==> config.mk <==
export PLATFORM = sky130hd
export DESIGN_NAME = bounded_deque_with_value_delete_core
export DESIGN_NICKNAME = d
export VERILOG_FILES = /design/src/design/bdq_pkg.sv /design/src/design/bdq_front.sv /design/src/design/bdq_queue.sv /design/src/design/bdq_back.sv /design/src/design/bounded_deque_with_value_delete_core.sv
export SDC_FILE = /design/constraint.sdc
export NUM_CORES = 2
export LEC_CHECK = 0
export BUFFER_PORTS_ARGS = -buffer_cell sky130_fd_sc_hd__buf_2
export CORE_MARGIN = 1.5
export CORE_UTILIZATION = 30
export DETAILED_ROUTE_END_ITERATION = 8
export PLACE_DENSITY_LB_ADDON = 0.3
export SLEW_MARGIN = 20
export SYNTH_ARGS = -nofsm -noshare
export SYNTH_HDL_FRONTEND = slang
export SYNTH_SLANG_ARGS = --single-unit
==> constraint.sdc <==
create_clock -name clk -period 6 [get_ports clk]
set_input_delay 0.3 -clock clk [delete_from_list [all_inputs] [get_ports clk]]
set_output_delay 0.3 -clock clk [all_outputs]
set_load 0.1 [all_outputs]
==> src/design/bdq_pkg.sv <==
`timescale 1ns / 1ps
`default_nettype none

package bdq_pkg;

	// list geometry
	localparam int DEPTH       = 16;
	localparam int VALUE_WIDTH = 32;
	localparam int IDX_W       = (DEPTH > 1) ? $clog2(DEPTH) : 1;
	localparam int CNT_W       = $clog2(DEPTH + 1);

	// command queue between front and back
	localparam int QDEPTH = 4;
	localparam int QPTR_W = $clog2(QDEPTH);

	// operation codes as carried on the item port
	typedef enum logic [2:0] {
		OP_PUSH_FRONT = 3'd0,
		OP_PUSH_BACK  = 3'd1,
		OP_POP_FRONT  = 3'd2,
		OP_POP_BACK   = 3'd3,
		OP_DEL_VALUE  = 3'd4,
		OP_DEL_AFTER  = 3'd5,
		OP_DEL_BEFORE = 3'd6,
		OP_FIND       = 3'd7
	} op_t;

	// decoded command classes
	typedef enum logic [1:0] {
		K_PUSH,
		K_POP,
		K_DEL,
		K_FIND
	} kind_t;

	// which element a delete removes, relative to the first match
	typedef enum logic [1:0] {
		REL_AT,
		REL_AFTER,
		REL_BEFORE
	} rel_t;

	typedef struct packed {
		logic [2:0]        op;
		logic signed [31:0] value;
	} item_t;

	typedef struct packed {
		logic               accepted;
		logic [3:0]         match_position;
		logic signed [31:0] front_value;
		logic signed [31:0] back_value;
		logic [4:0]         count;
		logic               is_empty;
	} result_t;

	typedef struct packed {
		kind_t                  kind;
		logic                   at_front;
		rel_t                   rel;
		logic [VALUE_WIDTH-1:0] key;
	} cmd_t;

endpackage

`default_nettype wire

==> src/design/bdq_front.sv <==
`timescale 1ns / 1ps
`default_nettype none

module bdq_front (
	input  wire logic          start,
	input  wire bdq_pkg::item_t item,
	input  wire logic          q_full,
	output logic               busy,
	output logic               q_push,
	output bdq_pkg::cmd_t      q_cmd
);
	import bdq_pkg::*;

	op_t opc;

	// accept whenever the queue has room
	assign busy   = q_full;
	assign q_push = start & ~q_full;
	assign opc    = op_t'(item.op);

	// classify the operation and widen the key to the stored width
	always_comb begin
		q_cmd.kind     = K_FIND;
		q_cmd.at_front = 1'b0;
		q_cmd.rel      = REL_AT;
		q_cmd.key      = VALUE_WIDTH'(signed'(item.value));
		unique case (opc)
			OP_PUSH_FRONT: begin
				q_cmd.kind     = K_PUSH;
				q_cmd.at_front = 1'b1;
			end
			OP_PUSH_BACK: begin
				q_cmd.kind = K_PUSH;
			end
			OP_POP_FRONT: begin
				q_cmd.kind     = K_POP;
				q_cmd.at_front = 1'b1;
			end
			OP_POP_BACK: begin
				q_cmd.kind = K_POP;
			end
			OP_DEL_VALUE: begin
				q_cmd.kind = K_DEL;
			end
			OP_DEL_AFTER: begin
				q_cmd.kind = K_DEL;
				q_cmd.rel  = REL_AFTER;
			end
			OP_DEL_BEFORE: begin
				q_cmd.kind = K_DEL;
				q_cmd.rel  = REL_BEFORE;
			end
			OP_FIND: begin
				q_cmd.kind = K_FIND;
			end
		endcase
	end

endmodule

`default_nettype wire

==> src/design/bdq_queue.sv <==
`timescale 1ns / 1ps
`default_nettype none

module bdq_queue (
	input  wire logic          clk,
	input  wire logic          arst_n,
	input  wire logic          push,
	input  wire bdq_pkg::cmd_t push_cmd,
	input  wire logic          pop,
	output bdq_pkg::cmd_t      head_cmd,
	output logic               full,
	output logic               empty
);
	import bdq_pkg::*;

	cmd_t              mem_q [QDEPTH];
	logic [QPTR_W:0]   wr_q;
	logic [QPTR_W:0]   rd_q;

	// pointers carry one extra wrap bit to tell full from empty
	assign empty    = (wr_q == rd_q);
	assign full     = (wr_q[QPTR_W] != rd_q[QPTR_W]) &&
	                  (wr_q[QPTR_W-1:0] == rd_q[QPTR_W-1:0]);
	assign head_cmd = mem_q[rd_q[QPTR_W-1:0]];

	// pointer update
	always_ff @(posedge clk or negedge arst_n) begin
		if (!arst_n) begin
			wr_q <= '0;
			rd_q <= '0;
		end else begin
			if (push && !full)
				wr_q <= wr_q + (QPTR_W+1)'(1);
			if (pop && !empty)
				rd_q <= rd_q + (QPTR_W+1)'(1);
		end
	end

	// storage
	always_ff @(posedge clk) begin
		if (push && !full)
			mem_q[wr_q[QPTR_W-1:0]] <= push_cmd;
	end

endmodule

`default_nettype wire

==> src/design/bdq_back.sv <==
`timescale 1ns / 1ps
`default_nettype none

module bdq_back (
	input  wire logic          clk,
	input  wire logic          arst_n,
	input  wire bdq_pkg::cmd_t head_cmd,
	input  wire logic          q_empty,
	output logic               q_pop,
	output logic               done,
	output bdq_pkg::result_t   result
);
	import bdq_pkg::*;

	typedef enum logic {
		S_MATCH,
		S_APPLY
	} state_t;

	state_t                 state_q;
	logic [VALUE_WIDTH-1:0] value_q [DEPTH];
	logic [DEPTH-1:0]       valid_q;
	logic [CNT_W-1:0]       cnt_q;

	cmd_t                   cmd_s1;
	logic                   found_s1;
	logic [IDX_W-1:0]       pos_s1;

	logic                   pend_q;
	logic                   acc_q;
	logic [3:0]             mpos_q;
	logic                   done_q;
	result_t                result_q;

	logic [DEPTH-1:0]       eq;
	logic [DEPTH-1:0]       first;
	logic                   found;
	logic [IDX_W-1:0]       pos;

	logic                   ok;
	logic                   do_drop;
	logic                   do_push_f;
	logic                   do_push_b;
	logic [IDX_W-1:0]       drop_pos;
	logic [IDX_W-1:0]       last_idx;
	logic [DEPTH-1:0]       therm;

	assign done   = done_q;
	assign result = result_q;
	assign q_pop  = (state_q == S_MATCH) && !q_empty;

	// key compare in every cell, first match wins
	always_comb begin
		for (int i = 0; i < DEPTH; i++)
			eq[i] = valid_q[i] && (value_q[i] == head_cmd.key);
		first = eq & (~eq + DEPTH'(1));
		found = |eq;
		pos   = '0;
		for (int i = 0; i < DEPTH; i++)
			if (first[i])
				pos = pos | IDX_W'(i);
	end

	// decide the update from the registered match
	assign last_idx = IDX_W'(cnt_q - CNT_W'(1));

	always_comb begin
		ok        = 1'b0;
		do_drop   = 1'b0;
		do_push_f = 1'b0;
		do_push_b = 1'b0;
		drop_pos  = '0;
		unique case (cmd_s1.kind)
			K_PUSH: begin
				ok        = (cnt_q != CNT_W'(DEPTH));
				do_push_f = ok && cmd_s1.at_front;
				do_push_b = ok && !cmd_s1.at_front;
			end
			K_POP: begin
				ok       = (cnt_q != '0);
				do_drop  = ok;
				drop_pos = cmd_s1.at_front ? '0 : last_idx;
			end
			K_DEL: begin
				unique case (cmd_s1.rel)
					REL_AFTER: begin
						ok       = found_s1 &&
						           ((CNT_W'(pos_s1) + CNT_W'(1)) < cnt_q);
						drop_pos = pos_s1 + IDX_W'(1);
					end
					REL_BEFORE: begin
						ok       = found_s1 && (pos_s1 != '0);
						drop_pos = pos_s1 - IDX_W'(1);
					end
					default: begin
						ok       = found_s1;
						drop_pos = pos_s1;
					end
				endcase
				do_drop = ok;
			end
			K_FIND: begin
				ok = found_s1;
			end
		endcase
	end

	// control, occupancy and result registers
	always_ff @(posedge clk or negedge arst_n) begin
		if (!arst_n) begin
			state_q <= S_MATCH;
			valid_q <= '0;
			cnt_q   <= '0;
			pend_q  <= 1'b0;
			done_q  <= 1'b0;
		end else begin
			done_q <= 1'b0;
			// report the list as it stands after the last update
			if (pend_q) begin
				pend_q                  <= 1'b0;
				done_q                  <= 1'b1;
				result_q.accepted       <= acc_q;
				result_q.match_position <= mpos_q;
				result_q.count          <= 5'(cnt_q);
				result_q.is_empty       <= (cnt_q == '0);
				result_q.front_value    <= (cnt_q == '0) ? '0 :
				                           32'(signed'(value_q[0]));
				result_q.back_value     <= (cnt_q == '0) ? '0 :
				                           32'(signed'(value_q[last_idx]));
			end
			unique case (state_q)
				S_MATCH: begin
					if (!q_empty) begin
						cmd_s1   <= head_cmd;
						found_s1 <= found;
						pos_s1   <= pos;
						state_q  <= S_APPLY;
					end
				end
				S_APPLY: begin
					acc_q  <= ok;
					mpos_q <= 4'(pos_s1);
					pend_q <= 1'b1;
					if (do_push_f || do_push_b) begin
						valid_q[IDX_W'(cnt_q)] <= 1'b1;
						cnt_q                  <= cnt_q + CNT_W'(1);
					end else if (do_drop) begin
						valid_q[last_idx] <= 1'b0;
						cnt_q             <= cnt_q - CNT_W'(1);
					end
					state_q <= S_MATCH;
				end
			endcase
		end
	end

	// cell values: push front shifts towards the back, push back writes the
	// next free cell, a pop or delete moves the cells above the gap forward
	always_ff @(posedge clk) begin
		if (state_q == S_APPLY) begin
			if (do_push_f) begin
				value_q[0] <= cmd_s1.key;
				for (int i = 1; i < DEPTH; i++)
					value_q[i] <= value_q[i-1];
			end else if (do_push_b) begin
				value_q[IDX_W'(cnt_q)] <= cmd_s1.key;
			end else if (do_drop) begin
				for (int i = 0; i < DEPTH - 1; i++)
					if (IDX_W'(i) >= drop_pos)
						value_q[i] <= value_q[i+1];
			end
		end
	end

	// occupied cells always form a run from the front
	always_comb begin
		for (int i = 0; i < DEPTH; i++)
			therm[i] = (CNT_W'(i) < cnt_q);
	end

	a_valid_run: assert property (@(posedge clk) disable iff (!arst_n)
		valid_q == therm)
		else $error("occupied cells do not match the element count");

	a_cnt_bound: assert property (@(posedge clk) disable iff (!arst_n)
		cnt_q <= CNT_W'(DEPTH))
		else $error("element count beyond depth");

	a_cnt_step: assert property (@(posedge clk) disable iff (!arst_n)
		state_q == S_APPLY |=> (cnt_q == $past(cnt_q) ||
		                        cnt_q == $past(cnt_q) + CNT_W'(1) ||
		                        cnt_q == $past(cnt_q) - CNT_W'(1)))
		else $error("element count moved by more than one");

	a_done_spacing: assert property (@(posedge clk) disable iff (!arst_n)
		done_q |=> !done_q)
		else $error("two results in consecutive cycles");

	a_report_follows_apply: assert property (@(posedge clk) disable iff (!arst_n)
		done_q |-> $past(state_q == S_APPLY, 2))
		else $error("result without an update before it");

endmodule

`default_nettype wire

==> src/design/bounded_deque_with_value_delete_core.sv <==
// Ordered list of up to DEPTH signed values with push/pop at both ends,
// delete by value (at, after or before the first match) and find. An item
// is taken at an edge where start is high and busy is low; it goes into a
// four-entry command queue, and busy stays high only while that queue is
// full. The back end of the list handles an item in the states S_MATCH,
// which compares the key against every cell and registers the first match,
// and S_APPLY, which shifts the cells and updates the count; it takes no
// new item from the queue until S_APPLY for the last one is done. The
// result is registered from the updated cells and done is high for one
// cycle; it must be taken in that cycle. match_position refers to the list
// before the operation and is 0 when there is no match.
`timescale 1ns / 1ps
`default_nettype none

module bounded_deque_with_value_delete_core (
	input  wire logic            clk,
	input  wire logic            arst_n,
	input  wire logic            start,
	output logic                 busy,
	input  wire bdq_pkg::item_t  item,
	output logic                 done,
	output bdq_pkg::result_t     result
);
	import bdq_pkg::*;

	cmd_t push_cmd;
	cmd_t head_cmd;
	logic q_push;
	logic q_pop;
	logic q_full;
	logic q_empty;

	// accept and classify
	bdq_front u_front (
		.start  (start),
		.item   (item),
		.q_full (q_full),
		.busy   (busy),
		.q_push (q_push),
		.q_cmd  (push_cmd)
	);

	// command queue
	bdq_queue u_queue (
		.clk      (clk),
		.arst_n   (arst_n),
		.push     (q_push),
		.push_cmd (push_cmd),
		.pop      (q_pop),
		.head_cmd (head_cmd),
		.full     (q_full),
		.empty    (q_empty)
	);

	// cell chain
	bdq_back u_back (
		.clk      (clk),
		.arst_n   (arst_n),
		.head_cmd (head_cmd),
		.q_empty  (q_empty),
		.q_pop    (q_pop),
		.done     (done),
		.result   (result)
	);

endmodule

`default_nettype wire

## Word-level counts from Yosys, hierarchy flattened

Memories as Yosys holds them, arrays and structs flattened. A register that Yosys moved wholly into a read port is not among the register bits.
Index checks and enable logic that the tools add are counted.
W data, S select, Z words.

- ROM bits: 0
- Bits in latches: 0
- Logic and storage cells: 309
- Flip-flop bits (word level): 120
- Memory bits (writable): 660
- Output and inout bits: 77
- Bits of input ports: 38
- Memories kept: 2

- Reductions and logical operators: 49
- Order comparisons: 20
- Equality and inequality tests: 32
- Add/subtract/negate cells: 8
- Mux-type cells: 151
- Shift-type cells: 0
- Divide/modulo/power cells: 0
- Multipliers: 0
- Bitwise operators: 24

Memory list:

| name | depth | bits a word | read ports | clocked after memory_dff | wr ports | line | RTL |
|---|---|---|---|---|---|---|---|
| u_back.value_q | 16 | 32 | 17 | 1 | 16 | bdq_back.sv:21 | `logic [VALUE_WIDTH-1:0] value_q [DEPTH];` |
| u_queue.mem_q | 4 | 37 | 1 | 0 | 1 | bdq_queue.sv:16 | `cmd_t mem_q [QDEPTH];` |

Operator list:

| operator | count |
|---|---|
| $eq A32 B32 Y1 | 16 |
| $mux W32 | 16 |
| $mux W1 | 111 |
| $and A16 B16 Y16 | 2 |
| $mux W16 | 2 |
| $not A16 Y16 | 2 |
| $reduce_or A32 Y1 | 1 |
| $ge A4 B4 Y1 const A | 7 |
| $logic_and A1 B1 Y1 | 26 |
| $add A16 B1 Y16 const B | 1 |
| $ge A3 B4 Y1 const A | 4 |
| $or A16 B16 Y16 | 1 |
| $pmux W4 S2 | 2 |
| $reduce_or A16 Y1 | 1 |
| $or A1 B1 Y1 | 15 |
| $eq A3 B3 Y1 const B | 4 |
| $mux W3 | 4 |
| $lt A4 B5 Y1 const B | 2 |
| $mux W5 | 2 |
| $demux W1 S4 | 2 |
| $ge A1 B4 Y1 const A | 2 |
| $ge A2 B4 Y1 const A | 2 |
| $ge A4 B1 Y1 const B | 2 |
| $mux W2 | 4 |
| other kinds (36) | 53 |

## Longest topological paths before layout

An unclocked memory read counts as a cell.

- Depth after elaboration: 17
- Gate-level depth with buffers: 18
- Gate-level depth less buffers: 14

## Cells and area by module

A second synthesis with hierarchy kept.

- Cells, all modules: 3778
- Area, all modules: 47335.4 um2

Modules (own cells, without submodules):

| module | times used | cells each | area an instance (um2) |
|---|---|---|---|
| bdq_back | 1 | 3493 | 41177.0 |
| bdq_queue | 1 | 245 | 5865.6 |
| bdq_front | 1 | 40 | 292.8 |

## Least setup slack after synthesis

Ideal clock, no wire load.

- Path kind: register to register
- Start point: register u_back.cnt_q[0]
- End point: memory u_back.value_q[14][0], enable pin
- Stages on the path, launching flop included: 13
- Buffers on the path: 3
- Data arrival time: 5.236 ns
- Clock period less this slack: 5.702 ns
- Slack: 0.298 ns
- Data required time: 5.534 ns
- Cells stage by stage: dfrtp_1 > clkbuf_1 > clkbuf_1 > buf_1 > inv_1 > ha_1 > xnor2_1 > nor2_1 > a21oi_2 > inv_2 > nand3_1 > nor3_1 > o21ai_0

RTL lines:

| element | line | RTL |
|---|---|---|
| start, declared | bdq_back.sv:23 | `logic [CNT_W-1:0] cnt_q;` |
| start signal, assigned | bdq_back.sv:146 | `cnt_q <= cnt_q + CNT_W'(1);` |
| start signal, assigned | bdq_back.sv:149 | `cnt_q <= cnt_q - CNT_W'(1);` |
| end, declared | bdq_back.sv:21 |  |

## Worst setup path after layout

- Start point: register u_queue.rd_q[1]
- End point: register u_back.pos_s1[0] (data pin)

- Cells in the longest elaborated chain, start to end: 17
- Elaborated cells on any way between the ends: 47

Ends and longest elaborated chain:

| element | line | RTL |
|---|---|---|
| start, declared | bdq_queue.sv:18 | `logic [QPTR_W:0] rd_q;` |
| start signal, assigned | bdq_queue.sv:35 | `rd_q <= rd_q + (QPTR_W+1)'(1);` |
| $mem_v2 Z4 W37 (*) | n/a |  |
| $eq A32 B32 Y1 | bdq_back.sv:55 | `eq[i] = valid_q[i] && (value_q[i] == head_cmd.key);` |
| $logic_and A1 B1 Y1 | bdq_back.sv:55 |  |
| $not A16 Y16 | bdq_back.sv:56 | `first = eq & (~eq + DEPTH'(1));` |
| $add A16 B1 Y16 | bdq_back.sv:56 |  |
| $and A16 B16 Y16 (*) | bdq_back.sv:56 |  |
| $mux W1 | bdq_back.sv:60 | `if (first[i])` |
| $mux W2 (2 in series) | bdq_back.sv:60 |  |
| $mux W3 (4 in series) | bdq_back.sv:60 |  |
| $mux W1 | bdq_back.sv:60 |  |
| $mux W2 (2 in series) | bdq_back.sv:60 |  |
| $mux W1 | bdq_back.sv:60 |  |
| end signal, assigned | bdq_back.sv:136 | `pos_s1 <= pos;` |
| end, declared | bdq_back.sv:27 | `logic [IDX_W-1:0] pos_s1;` |

Mark *: on every way between the ends. The rest lies on a longest branch, timed or not.
A chain may end at the register's enable or synchronous reset.

==> impl_metrics.tcl <==
set metrics [dict create \
    portBuffers 114 \
    fmax_mhz 192.4 \
    clock_power_share_pct 16.6 \
    busiest_layer "met2" \
    worst-r2r-setup-slack_ns 0.80 \
    timing.slew.headroom_pct 23.33 \
    synthDistinctLibCells 78 \
    power_leakage_nw 17.81 \
    path_max_fanout 31 \
    cts_sinks 812 \
    peakVddDrop_mv 0.5928 \
    syn_avg_cell_area_um2 11.76 \
    numCtsBuffers 98 \
    p_sw_mw 18.23 \
    synth_nets 4141 \
    n_fill_cell 15710 \
    overflow 0 \
    drive_gt1_share_pct 15.93 \
    critPathLaunchType "flip-flop" \
    grt_pass1_vias 33590 \
    cap_violations 0 \
    grtUsageTotal_pct 24.08 \
    area_growth_pct 13.47 \
    antenna_found_initial 13 \
    grt_use_met2_pct 35.16 \
    cp.required_ns 6.50 \
    synth_seq_area_share_pct 50.52 \
    syn-cell-area_um2 47960 \
    vias 36080 \
    multiInputGateArea_um2 22320 \
    clock_latency_ns 0.76 \
    status "completed" \
    io_pins 115 \
    met1_usage_pct 33.21 \
    crit-reg2reg-capture "u_back.pos_s1[0]" \
    fp.coreArea_um2 158600 \
    cp.arrival_ns 5.70 \
    register_area_um2 24240 \
    cts_resized 0 \
    dpl.hpwl_um 148700 \
    num_rows 146 \
    syn-instance-count 4079 \
    drt_wl_total_um 199800 \
    skew_ns 0.05440 \
    placedCellCount 6037 \
    first_pass_iters 6 \
    r2r_start "u_queue.rd_q[1]" \
    crit_type "flip-flop to flip-flop" \
    drt-initial-drc-count 5143 \
    cp-end-kind "flip-flop" \
    synthArstFlopShare_pct 3.695 \
    yosys_warnings 0 \
    synth_seq_cells 812 \
    power_density_nw_per_um2 687.0 \
    place_congestion 1.007 \
    instances_no_fill 6257 \
    slew_violations 0 \
    vias_per_cell 5.766 \
    p_comb_share_pct 51.3 \
    grt_pass1_wl_um 276100 \
    clockRootBuffer "clkbuf_16" \
    die_y_um 402.9 \
    clk_pin_slew_worst_paths_ns 0.06 \
    seq_power_share_pct 32.1 \
    endpoint "u_back.pos_s1[0]" \
    cts_tree "yes" \
    ys.flop_type "edfxtp_1" \
    tightest_slew_ns 1.121 \
    use_met3_pct 5.282 \
    die-width_um 402.9 \
    synth_edf_count 782 \
    ff2ff_path_depth 11 \
    worstSetupStartpoint "u_queue.rd_q[1]" \
    grt_max_degree 114 \
    period_share_pct 86.65 \
    drt.antenna.violating_nets 0 \
    internal_power_mw 19.16 \
    die_area_um2 162300 \
    initial_core_util_pct 30.25 \
    hold_class "input port to async pin" \
    htree_levels 3 \
    finalNetCount 4164 \
    hold_slack_ns 0.03771 \
    drc 0 \
    setup_viol 0 \
    finalHoldViolCount 0 \
    tns_ns 0 \
    post-route-min-period_ns 5.199 \
    rsz0062_at_grt "false" \
    wl_per_cell_um 31.94 \
    cts_buffer_depth 3 \
    switching_share_pct 48.76 \
]
-- synth_stat cells (61+ instances only) --
library cell | count | area share (%)
mux4_2 | 182 | 8.5
nor2_1 | 189 | 1.5
xnor2_1 | 316 | 5.8
xor2_1 | 178 | 3.3
mux2i_1 | 333 | 6.9
inv_1 | 61 | 0.48
o21ai_0 | 320 | 3.3
edfxtp_1 | 782 | 49
and2_1 | 69 | 0.90
nand2_1 | 594 | 4.6
a31oi_1 | 140 | 1.8
nand4_1 | 79 | 1.0
clkbuf_1 | 218 | 1.7
-- what timing repair did --
action,CTS,global route
hold endpoints to repair,176,0
buffers inserted,0,0
hold buffers,37,0
-- per-stage QoR --
stage | setup slack (ns) | utilization, % | power (mW) | cell area (um2)
after floorplan | 0.2981 | - | 22.68 | 47960
after CTS | 0.9369 | 34.31 | 37.13 | 54410
after global routing | 0.8722 | 34.32 | 38.38 | 54420
after global placement | 0.9053 | 32.00 | 30.68 | 50740
final | 0.8012 | 34.32 | 37.39 | 54420
after detailed placement | 0.9451 | 32.02 | 30.82 | 50760
-- how the worst min path moves through the flow --
| stage | startpoint | endpoint | slack, ns | depth (start not counted) |
|---|---|---|---|---|
| final | arst_n | u_back.valid_q[9] | 0.04 | 2 |
| after global routing | arst_n | u_back.cnt_q[4] | 0.08 | 2 |
| after CTS | arst_n | u_back.valid_q[0] | 0.003 | 2 |
| after detailed placement | arst_n | u_back.cnt_q[2] | 0.27 | 1 |
| after global placement | arst_n | u_back.cnt_q[2] | 0.27 | 1 |
| after floorplan | arst_n | u_back.cnt_q[0] | 0.004 | 0 |
-- cells in the final DEF, fill, tap and decap left out, types with 27 or more instances in the layout --
cell type | Yosys | routed
a21oi_1 | 48 | 47
a222oi_1 | 35 | 35
a31oi_1 | 140 | 139
and2_1 | 69 | 67
buf_2 | 57 | 114
buf_4 | 12 | 90
clkbuf_16 | 0 | 99
dfrtp_1 | 30 | 27
dlygate4sd3_1 | 0 | 37
edfxtp_1 | 782 | 782
inv_1 | 61 | 61
mux2_1 | 29 | 29
mux2_2 | 43 | 43
mux2i_1 | 333 | 330
mux4_2 | 182 | 182
nand2_1 | 594 | 592
nand3_1 | 38 | 33
nand4_1 | 79 | 79
nor2_1 | 189 | 184
nor4_1 | 54 | 52
o21ai_0 | 320 | 316
xnor2_1 | 316 | 314
xor2_1 | 178 | 178
-- critical path, stage by stage, from the launching register on --
cell and delay (ns):
dfrtp_4 0.73, buf_4 0.39, mux2i_1 0.66, mux2i_2 0.14, buf_4 0.29, xor2_1 0.20
nor4_1 0.84, nand4_1 0.30, or4_1 0.75, nand4_1 0.21, nor3_1 0.10, a32o_1 0.25
-- state kept, by name, summed over array words and instances, names as in the netlist, 4 cells and up --
signal and cells:
u_back.mpos_q 4, u_back.valid_q 16, u_back.pos_s1 4, u_queue.mem_q 148, u_back.result 75, u_back.cmd_s1 37
u_back.value_q 512, u_back.cnt_q 5
-- cell type report --
cell class | instances | share of cell area (%)
flip-flops and latches | 812 | 44.55
inverters | 71 | 0.4943
well taps | 2072 | 4.763
repair buffers | 246 | 3.168
diodes | 3 | 0.01379
clock buffers | 122 | 4.803
clock inverters | 58 | 1.209
multi-input cells | 2873 | 41.00
-- power by group through the flow --
stage          combinational [mW]  sequential [mW]  clock (mW)
3_5_place_dp                 18.9             11.9           0
6_report                     19.2             12.0        6.22
3_3_place_gp                 18.8             11.9           0
5_1_grt                      19.8             12.1        6.49
4_1_cts                      19.0             11.8        6.32
2_1_floorplan                11.0             11.7           0
-- layer usage --
metal | routed length [um] | vias to the layer above
met5 | 45 | -
met3 | 20340 | 365
li1 | - | 15250
met2 | 85170 | 2225
met1 | 82430 | 18230
met4 | 11850 | 6
-- logic make-up after synthesis --
logic type	Yosys count	share of synthesized area (%)
simple gates	1109	10.29
flops	812	50.52
compound gates	641	8.084
mux	603	17.78
xor+xnor	496	9.088
buf+inv	394	3.608
fa+ha+maj	24	0.6261
Note: power is estimated with default switching activity, not from simulation.
